==> src/hdl/ctkd_pkg.sv <==
`default_nettype none
package ctkd_pkg;

   localparam int SAMPLE_W = 16;
   localparam int LOCK_W = 2;
   localparam int RSP_DATA_W = 40;

   localparam logic OP_CAL = 1'b0;
   localparam logic OP_SCAN = 1'b1;
   localparam logic KIND_CAL = 1'b0;
   localparam logic KIND_SCAN = 1'b1;

   typedef struct packed {
      logic capture;
      logic cal_write;
      logic scan_exec;
      logic sort_en;
      logic sort_phase;
      logic sum_clear;
      logic sum_add;
      logic div_start;
      logic base_load;
      logic thr_load;
      logic cal_out;
   } cmd_type;

   typedef struct packed {
      logic op;
      logic cal_last;
      logic out_free;
   } status_type;

endpackage
`default_nettype wire

==> src/hdl/ctkd_div.sv <==
`default_nettype none
module ctkd_div #(
   parameter int DW = 19,
   parameter int DIVISOR = 3
) (
   input  wire logic          clock,
   input  wire logic          start,
   input  wire logic [DW-1:0] dividend,
   output logic      [DW-1:0] quotient
);

   // floor(x / DIVISOR) as (x * RECIP) >> SHIFT, exact for every DW-bit x
   localparam int LOG_D = $clog2(DIVISOR);
   localparam int SHIFT = DW + LOG_D;
   localparam int RW = DW + 1;
   localparam logic [63:0] DIV64 = 64'(DIVISOR);
   localparam logic [RW-1:0] RECIP = RW'(((64'd1 << SHIFT) + DIV64 - 64'd1) / DIV64);

   logic [DW+RW-1:0] prod;
   logic [DW-1:0] q_ff, q_in;

   always_comb begin
      prod = (DW + RW)'(dividend) * (DW + RW)'(RECIP);
      q_in = q_ff;
      if (start) begin
         q_in = DW'(prod >> SHIFT);
      end
   end

   always_ff @(posedge clock) begin
      q_ff <= q_in;
   end

   assign quotient = q_ff;

endmodule
`default_nettype wire

==> src/hdl/ctkd_ctrl.sv <==
`default_nettype none
module ctkd_ctrl #(
   parameter int CAL_N = 10,
   parameter int CNT_W = 4
) (
   input  wire logic                 clock,
   input  wire logic                 reset,
   input  wire logic                 req_tvalid,
   output logic                      req_tready,
   input  wire ctkd_pkg::status_type status,
   output ctkd_pkg::cmd_type         cmd,
   output logic [CNT_W-1:0]          step
);

   localparam int KEEP = CAL_N - 4;

   typedef enum logic [8:0] {
      ST_IDLE = 9'b000000001,
      ST_EXEC = 9'b000000010,
      ST_SORT = 9'b000000100,
      ST_SUM  = 9'b000001000,
      ST_DIVA = 9'b000010000,
      ST_BASE = 9'b000100000,
      ST_DIVB = 9'b001000000,
      ST_THR  = 9'b010000000,
      ST_OUT  = 9'b100000000
   } state_type;

   state_type state_ff, state_in;
   logic [CNT_W-1:0] cnt_ff, cnt_in;

   always_comb begin
      state_in = state_ff;
      cnt_in = cnt_ff;
      cmd = '0;
      req_tready = 1'b0;
      case (state_ff)
         ST_IDLE: begin
            req_tready = 1'b1;
            if (req_tvalid) begin
               cmd.capture = 1'b1;
               state_in = ST_EXEC;
            end
         end
         ST_EXEC: begin
            if (status.op == ctkd_pkg::OP_CAL) begin
               cmd.cal_write = 1'b1;
               cnt_in = '0;
               state_in = status.cal_last ? ST_SORT : ST_IDLE;
            end else if (status.out_free) begin
               cmd.scan_exec = 1'b1;
               state_in = ST_IDLE;
            end
         end
         ST_SORT: begin
            cmd.sort_en = 1'b1;
            cmd.sort_phase = cnt_ff[0];
            if (cnt_ff == CNT_W'(CAL_N - 1)) begin
               cmd.sum_clear = 1'b1;
               cnt_in = '0;
               state_in = ST_SUM;
            end else begin
               cnt_in = cnt_ff + 1'b1;
            end
         end
         ST_SUM: begin
            cmd.sum_add = 1'b1;
            if (cnt_ff == CNT_W'(KEEP - 1)) begin
               cnt_in = '0;
               state_in = ST_DIVA;
            end else begin
               cnt_in = cnt_ff + 1'b1;
            end
         end
         ST_DIVA: begin
            cmd.div_start = 1'b1;
            state_in = ST_BASE;
         end
         ST_BASE: begin
            cmd.base_load = 1'b1;
            state_in = ST_DIVB;
         end
         ST_DIVB: begin
            cmd.div_start = 1'b1;
            state_in = ST_THR;
         end
         ST_THR: begin
            cmd.thr_load = 1'b1;
            state_in = ST_OUT;
         end
         ST_OUT: begin
            if (status.out_free) begin
               cmd.cal_out = 1'b1;
               state_in = ST_IDLE;
            end
         end
         default: begin
            state_in = ST_IDLE;
            cnt_in = '0;
         end
      endcase
   end

   always_ff @(posedge clock) begin
      if (reset) begin
         state_ff <= ST_IDLE;
         cnt_ff <= '0;
      end else begin
         state_ff <= state_in;
         cnt_ff <= cnt_in;
      end
   end

   assign step = cnt_ff;

endmodule
`default_nettype wire

==> src/hdl/ctkd_dp.sv <==
`default_nettype none
module ctkd_dp #(
   parameter int CAL_N = 10,
   parameter int LOCK_N = 3,
   parameter int CNT_W = 4
) (
   input  wire logic                                 clock,
   input  wire logic                                 reset,
   input  wire ctkd_pkg::cmd_type                    cmd,
   input  wire logic [CNT_W-1:0]                     step,
   output ctkd_pkg::status_type                      status,
   input  wire logic                                 req_tuser,
   input  wire logic [ctkd_pkg::SAMPLE_W-1:0]        req_tdata,
   input  wire logic                                 csr_write,
   input  wire logic                                 csr_data,
   output logic                                      rsp_tvalid,
   input  wire logic                                 rsp_tready,
   output logic                                      rsp_tuser,
   output logic      [ctkd_pkg::RSP_DATA_W-1:0]      rsp_tdata
);

   localparam int SW = ctkd_pkg::SAMPLE_W;
   localparam int KEEP = CAL_N - 4;
   localparam int SUM_W = SW + $clog2(KEEP);
   localparam int IDX_W = $clog2(CAL_N);
   localparam int THR_DIV = 3;
   localparam logic [2:0] GRP_SHORT = 3'd3;
   localparam logic [2:0] GRP_LONG = 3'd6;
   localparam logic [2:0] QUOTA_SHORT = 3'd2;
   localparam logic [2:0] QUOTA_LONG = 3'd4;
   localparam logic [2:0] CNT_MAX = 3'd7;
   localparam int PAD_W = ctkd_pkg::RSP_DATA_W - 2 * SW - 2;

   logic [SW-1:0] store_ff [CAL_N];
   logic [IDX_W-1:0] cal_cnt_ff, cal_cnt_in;
   logic [IDX_W-1:0] sum_idx;
   logic [SUM_W-1:0] sum_ff, sum_in;

   logic op_ff;
   logic [SW-1:0] samp_ff;
   logic mode_ff;
   logic [SW-1:0] base_ff, base_in;
   logic [SW:0] thr_ff, thr_in;
   logic [SW-1:0] peak_ff, peak_in;
   logic [2:0] ovr_ff, ovr_in;
   logic [2:0] sig_ff, sig_in;
   logic [ctkd_pkg::LOCK_W-1:0] lock_ff, lock_in;

   logic out_valid_ff, out_valid_in;
   logic out_kind_ff, out_press_ff, out_err_ff;
   logic [SW-1:0] out_peak_ff, out_base_ff;

   logic [SUM_W-1:0] sum_quot;
   logic [SW+1:0] thr_quot;

   logic [SW+2:0] b5;
   logic [SW:0] b54;
   logic [SW+3:0] b10;
   logic over;
   logic [2:0] ovr_nx, sig_nx, size, quota;
   logic [SW-1:0] peak_nx, grp_peak;
   logic grp_end, hit, press;
   logic [ctkd_pkg::LOCK_W-1:0] lock_base, lock_nx;

   // trimmed sum / KEEP gives the baseline, baseline*4 / 3 the press threshold
   ctkd_div #(.DW(SUM_W), .DIVISOR(KEEP)) u_div_sum (
      .clock    (clock),
      .start    (cmd.div_start),
      .dividend (sum_ff),
      .quotient (sum_quot)
   );

   ctkd_div #(.DW(SW + 2), .DIVISOR(THR_DIV)) u_div_thr (
      .clock    (clock),
      .start    (cmd.div_start),
      .dividend ({base_ff, 2'b00}),
      .quotient (thr_quot)
   );

   // threshold and group logic
   always_comb begin
      b5 = {1'b0, base_ff, 2'b00} + (SW + 3)'(base_ff);
      b54 = b5[SW+2:2];
      b10 = (SW + 4)'({base_ff, 3'b000}) + (SW + 4)'({base_ff, 1'b0});
      over = {1'b0, samp_ff} > b54;
      ovr_nx = (over && ovr_ff != CNT_MAX) ? ovr_ff + 3'd1 : ovr_ff;
      peak_nx = (samp_ff > peak_ff) ? samp_ff : peak_ff;
      sig_nx = (sig_ff != CNT_MAX) ? sig_ff + 3'd1 : sig_ff;
      size = mode_ff ? GRP_LONG : GRP_SHORT;
      quota = mode_ff ? QUOTA_LONG : QUOTA_SHORT;
      grp_end = sig_nx >= size;
      grp_peak = (ovr_nx >= quota) ? peak_nx : '0;
      hit = ({1'b0, grp_peak} > thr_ff) && ((SW + 4)'(grp_peak) < b10);
      lock_base = mode_ff ? '0 : lock_ff;
      press = hit && (lock_base == '0);
      if (hit) begin
         lock_nx = ctkd_pkg::LOCK_W'(LOCK_N - 1);
      end else if (lock_base != '0) begin
         lock_nx = lock_base - 1'b1;
      end else begin
         lock_nx = '0;
      end
   end

   always_comb begin
      cal_cnt_in = cal_cnt_ff;
      base_in = base_ff;
      thr_in = thr_ff;
      peak_in = peak_ff;
      ovr_in = ovr_ff;
      sig_in = sig_ff;
      lock_in = lock_ff;
      sum_in = sum_ff;
      sum_idx = step[IDX_W-1:0] + IDX_W'(2);
      if (cmd.cal_write) begin
         cal_cnt_in = status.cal_last ? '0 : cal_cnt_ff + 1'b1;
      end
      if (cmd.sum_clear) begin
         sum_in = '0;
      end else if (cmd.sum_add) begin
         sum_in = sum_ff + SUM_W'(store_ff[sum_idx]);
      end
      if (cmd.base_load) begin
         base_in = sum_quot[SW-1:0];
      end
      if (cmd.thr_load) begin
         thr_in = thr_quot[SW:0];
      end
      if (cmd.scan_exec) begin
         if (grp_end) begin
            peak_in = '0;
            ovr_in = '0;
            sig_in = '0;
            lock_in = lock_nx;
         end else begin
            peak_in = peak_nx;
            ovr_in = ovr_nx;
            sig_in = sig_nx;
         end
      end
      out_valid_in = out_valid_ff;
      if (cmd.cal_out || (cmd.scan_exec && grp_end)) begin
         out_valid_in = 1'b1;
      end else if (rsp_tready) begin
         out_valid_in = 1'b0;
      end
   end

   always_ff @(posedge clock) begin
      if (reset) begin
         cal_cnt_ff <= '0;
         base_ff <= '0;
         thr_ff <= '0;
         peak_ff <= '0;
         ovr_ff <= '0;
         sig_ff <= '0;
         lock_ff <= '0;
         mode_ff <= 1'b0;
         out_valid_ff <= 1'b0;
      end else begin
         cal_cnt_ff <= cal_cnt_in;
         base_ff <= base_in;
         thr_ff <= thr_in;
         peak_ff <= peak_in;
         ovr_ff <= ovr_in;
         sig_ff <= sig_in;
         lock_ff <= lock_in;
         out_valid_ff <= out_valid_in;
         if (csr_write) begin
            mode_ff <= csr_data;
         end
      end
   end

   // calibration store: indexed write, odd-even transposition sort in place
   always_ff @(posedge clock) begin
      if (cmd.cal_write) begin
         store_ff[cal_cnt_ff] <= samp_ff;
      end else if (cmd.sort_en) begin
         for (int i = 0; i + 1 < CAL_N; i++) begin
            if (i[0] == cmd.sort_phase && store_ff[i] > store_ff[i+1]) begin
               store_ff[i] <= store_ff[i+1];
               store_ff[i+1] <= store_ff[i];
            end
         end
      end
   end

   always_ff @(posedge clock) begin
      sum_ff <= sum_in;
      if (cmd.capture) begin
         op_ff <= req_tuser;
         samp_ff <= req_tdata;
      end
      if (cmd.cal_out) begin
         out_kind_ff <= ctkd_pkg::KIND_CAL;
         out_press_ff <= 1'b0;
         out_peak_ff <= '0;
         out_base_ff <= base_ff;
         out_err_ff <= base_ff[SW-1];
      end else if (cmd.scan_exec && grp_end) begin
         out_kind_ff <= ctkd_pkg::KIND_SCAN;
         out_press_ff <= press;
         out_peak_ff <= grp_peak;
         out_base_ff <= base_ff;
         out_err_ff <= base_ff[SW-1];
      end
   end

   assign status.op = op_ff;
   assign status.cal_last = (cal_cnt_ff == IDX_W'(CAL_N - 1));
   assign status.out_free = !out_valid_ff || rsp_tready;

   assign rsp_tvalid = out_valid_ff;
   assign rsp_tuser = out_kind_ff;
   assign rsp_tdata = {{PAD_W{1'b0}}, out_err_ff, out_base_ff, out_peak_ff, out_press_ff};

endmodule
`default_nettype wire

==> src/hdl/capacitive_touch_key_detector_top.sv <==
// Scan item: accepted in IDLE, executed in EXEC, where a group's last sample
// loads its result; a held result stalls the next scan. Calibration item that
// completes a round: CAL_N sort phases, CAL_N-4 sum additions and two
// registered reciprocal-multiply divisions, then the result. No new item is
// accepted until the block is back in IDLE after the last one.
// Synchronous reset clears the controller, counters, baseline, thresholds,
// mode and the output valid; the calibration store is not cleared.
`default_nettype none
module capacitive_touch_key_detector_top #(
   parameter int CALIBRATION_SAMPLES = 10,
   parameter int LOCKOUT_GROUPS = 3
) (
   input  wire logic                                clock,
   input  wire logic                                reset,
   input  wire logic                                req_tvalid,
   output logic                                     req_tready,
   input  wire logic                                req_tuser,  // op
   input  wire logic [ctkd_pkg::SAMPLE_W-1:0]       req_tdata,  // charge_time
   output logic                                     rsp_tvalid,
   input  wire logic                                rsp_tready,
   output logic                                     rsp_tuser,  // kind
   // pressed, group_peak, baseline_value, calibration_error, zero pad
   output logic      [ctkd_pkg::RSP_DATA_W-1:0]     rsp_tdata,
   input  wire logic                                csr_valid,
   output logic                                     csr_ready,
   input  wire logic                                csr_data    // continuous_mode
);

   localparam int CNT_W = $clog2(CALIBRATION_SAMPLES);

   ctkd_pkg::cmd_type cmd;
   ctkd_pkg::status_type status;
   logic [CNT_W-1:0] step;

   assign csr_ready = 1'b1;

   ctkd_ctrl #(
      .CAL_N (CALIBRATION_SAMPLES),
      .CNT_W (CNT_W)
   ) u_ctrl (
      .clock      (clock),
      .reset      (reset),
      .req_tvalid (req_tvalid),
      .req_tready (req_tready),
      .status     (status),
      .cmd        (cmd),
      .step       (step)
   );

   ctkd_dp #(
      .CAL_N  (CALIBRATION_SAMPLES),
      .LOCK_N (LOCKOUT_GROUPS),
      .CNT_W  (CNT_W)
   ) u_dp (
      .clock      (clock),
      .reset      (reset),
      .cmd        (cmd),
      .step       (step),
      .status     (status),
      .req_tuser  (req_tuser),
      .req_tdata  (req_tdata),
      .csr_write  (csr_valid && csr_ready),
      .csr_data   (csr_data),
      .rsp_tvalid (rsp_tvalid),
      .rsp_tready (rsp_tready),
      .rsp_tuser  (rsp_tuser),
      .rsp_tdata  (rsp_tdata)
   );

   a_load_free: assert property (@(posedge clock) disable iff (reset)
      (cmd.scan_exec || cmd.cal_out) |-> status.out_free)
      else $error("result loaded over a pending item");

   a_busy_after_accept: assert property (@(posedge clock) disable iff (reset)
      cmd.capture |=> !req_tready)
      else $error("input ready right after acceptance");

   a_cal_result: assert property (@(posedge clock) disable iff (reset)
      (rsp_tvalid && rsp_tuser == ctkd_pkg::KIND_CAL) |->
         (rsp_tdata[16:0] == 17'd0))
      else $error("calibration item carries a peak or press");

   a_err_bit: assert property (@(posedge clock) disable iff (reset)
      rsp_tvalid |-> (rsp_tdata[33] == rsp_tdata[32]))
      else $error("error flag disagrees with baseline");

endmodule
`default_nettype wire

==> config.mk <==
export PLATFORM = sky130hd
export DESIGN_NAME = capacitive_touch_key_detector_top
export DESIGN_NICKNAME = d
export VERILOG_FILES = /design/src/hdl/ctkd_pkg.sv /design/src/hdl/ctkd_div.sv /design/src/hdl/ctkd_ctrl.sv /design/src/hdl/ctkd_dp.sv /design/src/hdl/capacitive_touch_key_detector_top.sv
export SDC_FILE = /design/constraint.sdc
export NUM_CORES = 2
export LEC_CHECK = 0
export BUFFER_PORTS_ARGS = -buffer_cell sky130_fd_sc_hd__buf_2
export CELL_PAD_IN_SITES_DETAIL_PLACEMENT = 1
export CELL_PAD_IN_SITES_GLOBAL_PLACEMENT = 1
export CORE_ASPECT_RATIO = 0.75
export CORE_MARGIN = 4
export CORE_UTILIZATION = 48
export CTS_CLUSTER_SIZE = 24
export DETAILED_ROUTE_END_ITERATION = 8
export PLACE_DENSITY_LB_ADDON = 0.1
export SETUP_SLACK_MARGIN = 0.02
export SLEW_MARGIN = 20
export SYNTH_ARGS = -nofsm -noshare
export SYNTH_HDL_FRONTEND = slang
export SYNTH_SLANG_ARGS = --single-unit
==> constraint.sdc <==
create_clock -name clock -period 8.9 [get_ports clock]
set_input_delay 1.78 -clock clock [delete_from_list [all_inputs] [get_ports clock]]
set_output_delay 1.78 -clock clock [all_outputs]
set_load 0.05 [all_outputs]
After elaboration in Yosys (flattened, before gate mapping)

Memory sizes are Yosys's and may differ from the RTL's.
Cells that the tools add are included.

Output and inout bits: 44
Memories kept: 1
Bits of input ports: 23
Register bits after elaboration: 180
Word-level logic and storage cells: 195
RAM bits: 160

$mul: 2
Equality and inequality tests: 18
Mux-type cells: 93
$add $sub $neg: 9
Bitwise operators: 10
Reduce and logical (&&, ||, !) cells: 26
Order comparisons: 15

Memories:

| name          | depth | bits a word | rd ports | clocked after Yosys merged registers in | write ports | RTL line      | source |
|---|---|---|---|---|---|---|---|
| u_dp.store_ff | 10    | 16          | 11       | 0                                       | 10          | ctkd_dp.sv:34 | `logic [SW-1:0] store_ff [CAL_N];` |

Operators by type and width:

| operator                                            | number |
|---|---|
| two-way mux 16 bit                                  | 14 |
| greater-than comparator 16 bit                      | 10 |
| case mux 9 bit (9 select lines)                     | 1 |
| two-way mux 1 bit                                   | 55 |
| two-way mux 9 bit                                   | 5 |
| multiplier 19 x 20 -> 38 bit, second input constant | 1 |
| greater-than comparator 16 x 17 -> 1 bit            | 2 |
| multiplier 16 x 18 -> 34 bit, second input constant | 1 |
| two-way mux 3 bit                                   | 8 |
| adder 19 x 17 -> 20 bit                             | 1 |
| less-than comparator 16 x 20 -> 1 bit               | 1 |
| two-way mux 4 bit                                   | 5 |
| adder 18 x 16 -> 19 bit                             | 1 |
| adder 19 x 16 -> 19 bit                             | 1 |
| case mux 4 bit (4 select lines)                     | 1 |
| OR reduction 16 bit                                 | 1 |
| logical AND 1 bit                                   | 13 |
| equality test 9 x 1 -> 1 bit, second input constant | 1 |
| equality test 9 x 2 -> 1 bit, second input constant | 1 |
| equality test 9 x 3 -> 1 bit, second input constant | 1 |
| equality test 9 x 4 -> 1 bit, second input constant | 1 |
| equality test 9 x 5 -> 1 bit, second input constant | 1 |
| equality test 9 x 6 -> 1 bit, second input constant | 1 |
| equality test 9 x 7 -> 1 bit, second input constant | 1 |
| 23 further kinds                                    | 45 |

Longest topological paths before layout

Depth in word-level cells: 11
Mapped depth: 34
Depth with buffers taken out: 33

Cells and area by module

From an unflattened synthesis, not the netlist that was laid out.

Cell total of the unflattened synthesis: 3,769
Area total of the unflattened synthesis: 38,363.0 um2

By module, submodules not included:

| module                            | cells an instance | area an instance (um2) | sequential area each (um2) | instances |
|---|---|---|---|---|
| ctkd_dp                           | 2,295             | 24,536.0               | 10,680.2                   | 1 |
| ctkd_div at u_dp.u_div_thr        | 702               | 6,697.7                | 510.5                      | 1 |
| ctkd_div at u_dp.u_div_sum        | 653               | 6,214.7                | 510.5                      | 1 |
| ctkd_ctrl                         | 117               | 903.4                  | 260.2                      | 1 |
| capacitive_touch_key_detector_top | 2                 | 11.3                   | 0.0                        | 1 |

Worst setup path after synthesis

Ideal clock, no wire load.

Path type: reg-to-reg
Start: register u_dp.base_ff[1]
End: register u_dp.lock_ff[0] (netlist bit)
Buffers on the path: 1
Clock period less this slack: 6.526 ns
Library setup time: 0.133 ns
Stages on the path, launching flop included: 33
Required time: 8.767 ns
Slack: 2.374 ns
Arrival: 6.394 ns
Cell sequence: dfxtp_1 > ha_1 > a211o_1 > a21oi_1 > o21ai_0 > a21oi_1 > o211ai_1 > a31oi_1 > o21bai_1 > xor2_1 > inv_1 > ha_1 > nand3_1 > nor2_1 > a311oi_1 > nand3_1 > mux2_2 > ha_1 > a21o_1 > a31oi_4 > clkbuf_1 > nor2_1 > ha_1 > nor2b_1 > o21ai_0 > a21oi_1 > a211oi_1 > o31a_1 > o32ai_1 > o21ai_0 > a211oi_1 > o311a_1 > a211oi_2

Word-level cells in the longest chain between the ends: 9
Elaborated cells on any way between the ends: 11
Classes of those cells: add/sub (2); order compare (4); mux (3); reduce/logical (2)

Ends and longest elaborated chain:

| item                                                                                              | RTL line       | source |
|---|---|---|
| start: declaration                                                                                | ctkd_dp.sv:42  | `logic [SW-1:0] base_ff, base_in;` |
| start signal: assignment                                                                          | ctkd_dp.sv:162 | `base_ff <= base_in;` |
| adder 18 x 16 -> 19 bit *                                                                         | ctkd_dp.sv:82  | `b5 = {1'b0, base_ff, 2'b00} + (SW + 3)'(base_ff);` |
| greater-than comparator 16 x 17 -> 1 bit *                                                        | ctkd_dp.sv:85  | `over = {1'b0, samp_ff} > b54;` |
| logical AND 1 bit *                                                                               | ctkd_dp.sv:86  | `ovr_nx = (over && ovr_ff != CNT_MAX) ? ovr_ff + 3'd1 : ovr_ff;` |
| two-way mux 3 bit *                                                                               | ctkd_dp.sv:86  |  |
| greater-or-equal comparator 3 bit *                                                               | ctkd_dp.sv:92  | `grp_peak = (ovr_nx >= quota) ? peak_nx : '0;` |
| two-way mux 16 bit *                                                                              | ctkd_dp.sv:92  |  |
| named net u_dp.grp_peak[1]                                                                        | ctkd_dp.sv:61  | `logic [SW-1:0] peak_nx, grp_peak;` |
| less-than comparator 16 x 20 -> 1 bit or greater-than comparator 16 x 17 -> 1 bit (tied branches) | ctkd_dp.sv:93  | `hit = ({1'b0, grp_peak} > thr_ff) && ((SW + 4)'(grp_peak) < b10);` |
| logical AND 1 bit *                                                                               | ctkd_dp.sv:93  |  |
| two-way mux 2 bit *                                                                               | ctkd_dp.sv:96  | `if (hit) begin` |
| end signal: assignment                                                                            | ctkd_dp.sv:167 | `lock_ff <= lock_in;` |
| end: declaration                                                                                  | ctkd_dp.sv:47  | `logic [ctkd_pkg::LOCK_W-1:0] lock_ff, lock_in;` |

The timed path passes the listed nets; every way through them passes the cells marked *.
A chain may end at the register's enable or synchronous reset.

Worst setup path in the final report

Start: register u_dp.base_ff[1]
End: register u_dp.lock_ff[1] (netlist bit)

Same word-level chain as after synthesis.

==> flow_metrics.tcl <==
set metrics [dict create \
    grt_pass1_wl_um 165000 \
    worst-path-stages 31 \
    cp_top_family "compound AO/OA/AOI/OAI gates" \
    cp_common_cell "a21oi_1" \
    postCtsSetupRepairBufs 0 \
    drive_gt1_share_pct 9.43 \
    hold_buffers 0 \
    netlist_instances 3310 \
    routed_via_density 5.91 \
    p_clk_share_pct 28.8 \
    reg2reg_from "u_dp.base_ff[1]$_SDFFE_PP0P_" \
    worstSetupEndpoint "u_dp.lock_ff[1]$_SDFFE_PP0P_" \
    insertion_delay_ns 0.62 \
    cts_tree "built" \
    post-route-min-period_ns 7.98 \
    syn_area_um2 34800 \
    synth_edf_count 322 \
    power_per_cell_area_nw_per_um2 190 \
    die_w_um 319 \
    detail-route-antenna-nets 0 \
    die_h_um 241 \
    setup_viol 0 \
    async_reset_ff_share_pct 0 \
    routed_wl_um 106000 \
    max_freq_ghz 0.125 \
    cp_data_arrival_time_ns 8.49 \
    rsz0062_at_grt "false" \
    synth_common_cells "inv_1 (497), ha_1 (482), edfxtp_1 (322)" \
    avgSynthCellArea_um2 10.5 \
    hp-class "register to register" \
    grt_pass1_vias 27200 \
    max_stage_delay_ns 0.52 \
    cts_resized 0 \
    fin_skew_ns 0.0330 \
    gp_congestion 0.909 \
    comb_power_share_pct 37.9 \
    ys_seq_elements 435 \
    status "completed" \
    cp-end-kind "register" \
    drc 0 \
    timing.rr.end "u_dp.lock_ff[1]$_SDFFE_PP0P_" \
    synth.distinct_cells 85 \
    p_leak_nw 17.1 \
    seqCellArea_um2 11900 \
    p_int_w 0.00465 \
    io_pins 67 \
    synth.area.top_cells "edfxtp_1 (28%), ha_1 (17%), fa_1 (10%)" \
    max-vdd-ir-drop_mv 0.257 \
    rrSetupSlack_ns 0.92 \
    grt_start_max_net_pins 76 \
    dr.pass1.iters 5 \
    dpl.cell_count 4251 \
    relSlewSlack_pct 27.1 \
    critPathSlowestCell "dfxtp_1" \
    switchingPower_w 0.00255 \
    setup_tns_ns 0 \
    ys_seq_area_share_pct 34.3 \
    dp_hpwl_um 84700 \
    critPathBufInv 1 \
    n_fill_cell 7749 \
    clk_transition_reported_paths_ns 0.06 \
    finalHoldViolations 0 \
    grt-ovfl-total 0 \
    wl_per_cell_um 24.5 \
    initial_core_util_pct 48.4 \
    startpoint_type "register" \
    yosys_warnings 0 \
    fin_crit_sh_pct 89.6 \
    crit_fanout 19 \
    grt_use_total_pct 27.6 \
    crit_type "register to register" \
    grt_antenna_before_repair 5 \
    fin_util_pct 52.7 \
    crit_path_start "u_dp.base_ff[1]$_SDFFE_PP0P_" \
    stdcell_count 4341 \
    cts_buffers 48 \
    clkSinkCount 435 \
    syn2layout_area_growth_pct 8.81 \
    htree_num_levels 2 \
    max-cap-violations 0 \
    r2r_cells 31 \
    row_count 85 \
    synth_most_common_cell "inv_1" \
    clk_path_buf_depth 3 \
    cts_root_buf "clkbuf_16" \
    required_ns 9.42 \
    report.final.slew_viol_count 0 \
    hold_start "u_dp.thr_ff[3]$_SDFFE_PP0N_" \
    layout.nets 4026 \
    worst_pin_slew_ns 1.09 \
    synth_top_area_share_pct 27.8 \
    vias 25600 \
    dieArea_um2 76900 \
    initialDrtViolationCount 1959 \
    core_um2 71800 \
    multi_input_area_um2 20600 \
    portBuffers 59 \
    synth_area_leader_cell "edfxtp_1" \
    p_sw_share_pct 35.4 \
    ys.flop_type "edfxtp_1" \
    seqPwrFrac_pct 33.3 \
]
power by group through the flow:
| stage | clock (W) | combinational [W] | sequential [W] |
|---|---|---|---|
| floorplan | 0 | 0.00200 | 0.00242 |
| global placement | 0 | 0.00257 | 0.00244 |
| detailed placement | 0 | 0.00272 | 0.00244 |
| CTS | 0.00211 | 0.00276 | 0.00240 |
| global route | 0.00220 | 0.00314 | 0.00240 |
| finish | 0.00208 | 0.00273 | 0.00240 |
sequential cells by signal, indices dropped and copies added (netlist names), 2 cells and up:
signal,cells
u_dp.base_ff,16
u_dp.peak_ff,16
u_dp.ovr_ff,3
u_ctrl.step,4
u_dp.sig_ff,3
u_dp.u_div_thr.quotient,17
u_dp.samp_ff,16
u_dp.out_base_ff,16
u_dp.u_div_sum.quotient,16
u_ctrl.state_ff,9
u_dp.cal_cnt_ff,4
u_dp.sum_ff,19
u_dp.lock_ff,2
u_dp.thr_ff,17
u_dp.store_ff,256
u_dp.out_peak_ff,16
routing by layer:
layer / vias up / global-route usage (%) / share of wire (%)
li1: 11700 / - / -
met1: 13100 / 43.5 / 50
met2: 675 / 41.2 / 42
met3: 89 / 4.02 / 6.3
met4: 4 / 4.12 / 1.2
met5: - / 0 / 0.025
worst min-delay path: cells and delay by family, from the launching register on:
kind	cells	cell delay, ns
AOI/OAI and AO/OA	1	0.06
DFF	1	0.31
and+or+nand+nor	1	0.05
through the flow:
stage               worst slack [ns]  instance area [um^2]  hold WS, ns  total power (W)
floorplan                       2.37                 34800        0.436          0.00442
global placement                1.44                 36200        0.444          0.00501
detailed placement              1.13                 36200        0.451          0.00516
CTS                             1.07                 37800        0.471          0.00727
global route                   0.517                 37800        0.486          0.00774
finish                         0.925                 37800        0.465          0.00720
logic make-up (layout without fill, tap and decap cells):
kind of cell / Yosys count / count (layout) / share of synthesized area [%]
simple gates: 701 / 701 / 9.30
fa+ha+maj: 659 / 659 / 27.5
buf+inv: 622 / 690 / 6.89
compound gates: 613 / 613 / 11.3
flops: 435 / 435 / 34.3
mux: 217 / 217 / 9.14
xor+xnor: 61 / 61 / 1.54
other cells: 2 / 8 / 0.0216
cell usage in the layout (no fill, tap or decap), drive strengths merged, types with 27 or more instances in the layout:
master,n
inv,500
ha,482
edfxtp,322
nor2,232
nand2,219
a21oi,219
fa,177
mux2i,134
o21ai,125
dfxtp,113
buf,103
mux4,80
clkbuf,68
a21o,53
nand4,51
o21a,50
nand3,43
xnor2,34
a22oi,34
nor3,31
nor2b,31
xor2,27
worst min path at each step:
| stage | end | slack (ns) | depth (start not counted) |
|---|---|---|---|
| 2_1_floorplan | u_dp.thr_ff[10]$_SDFFE_PP0N_ | 0.44 | 2 |
| 3_3_place_gp | u_dp.out_peak_ff[8]$_SDFFE_PP0P_ | 0.44 | 2 |
| 6_report | u_dp.thr_ff[3]$_SDFFE_PP0N_ | 0.47 | 2 |
| 4_1_cts | u_dp.thr_ff[1]$_SDFFE_PP0N_ | 0.47 | 2 |
| 5_1_grt | u_dp.thr_ff[2]$_SDFFE_PP0N_ | 0.49 | 2 |
| 3_5_place_dp | u_dp.thr_ff[9]$_SDFFE_PP0N_ | 0.45 | 2 |
layout make-up:
cell class	instances	share of cell area [%]
Multi-Input combinational cell	2258	54.5
Sequential cell	435	31.5
Clock inverter	21	0.579
Antenna cell	1	0.00661
Clock buffer	68	3.62
Tap cell	957	3.16
Inverter	498	4.94
Timing Repair Buffer	103	1.65
Note: power is estimated with default switching activity, not from simulation.
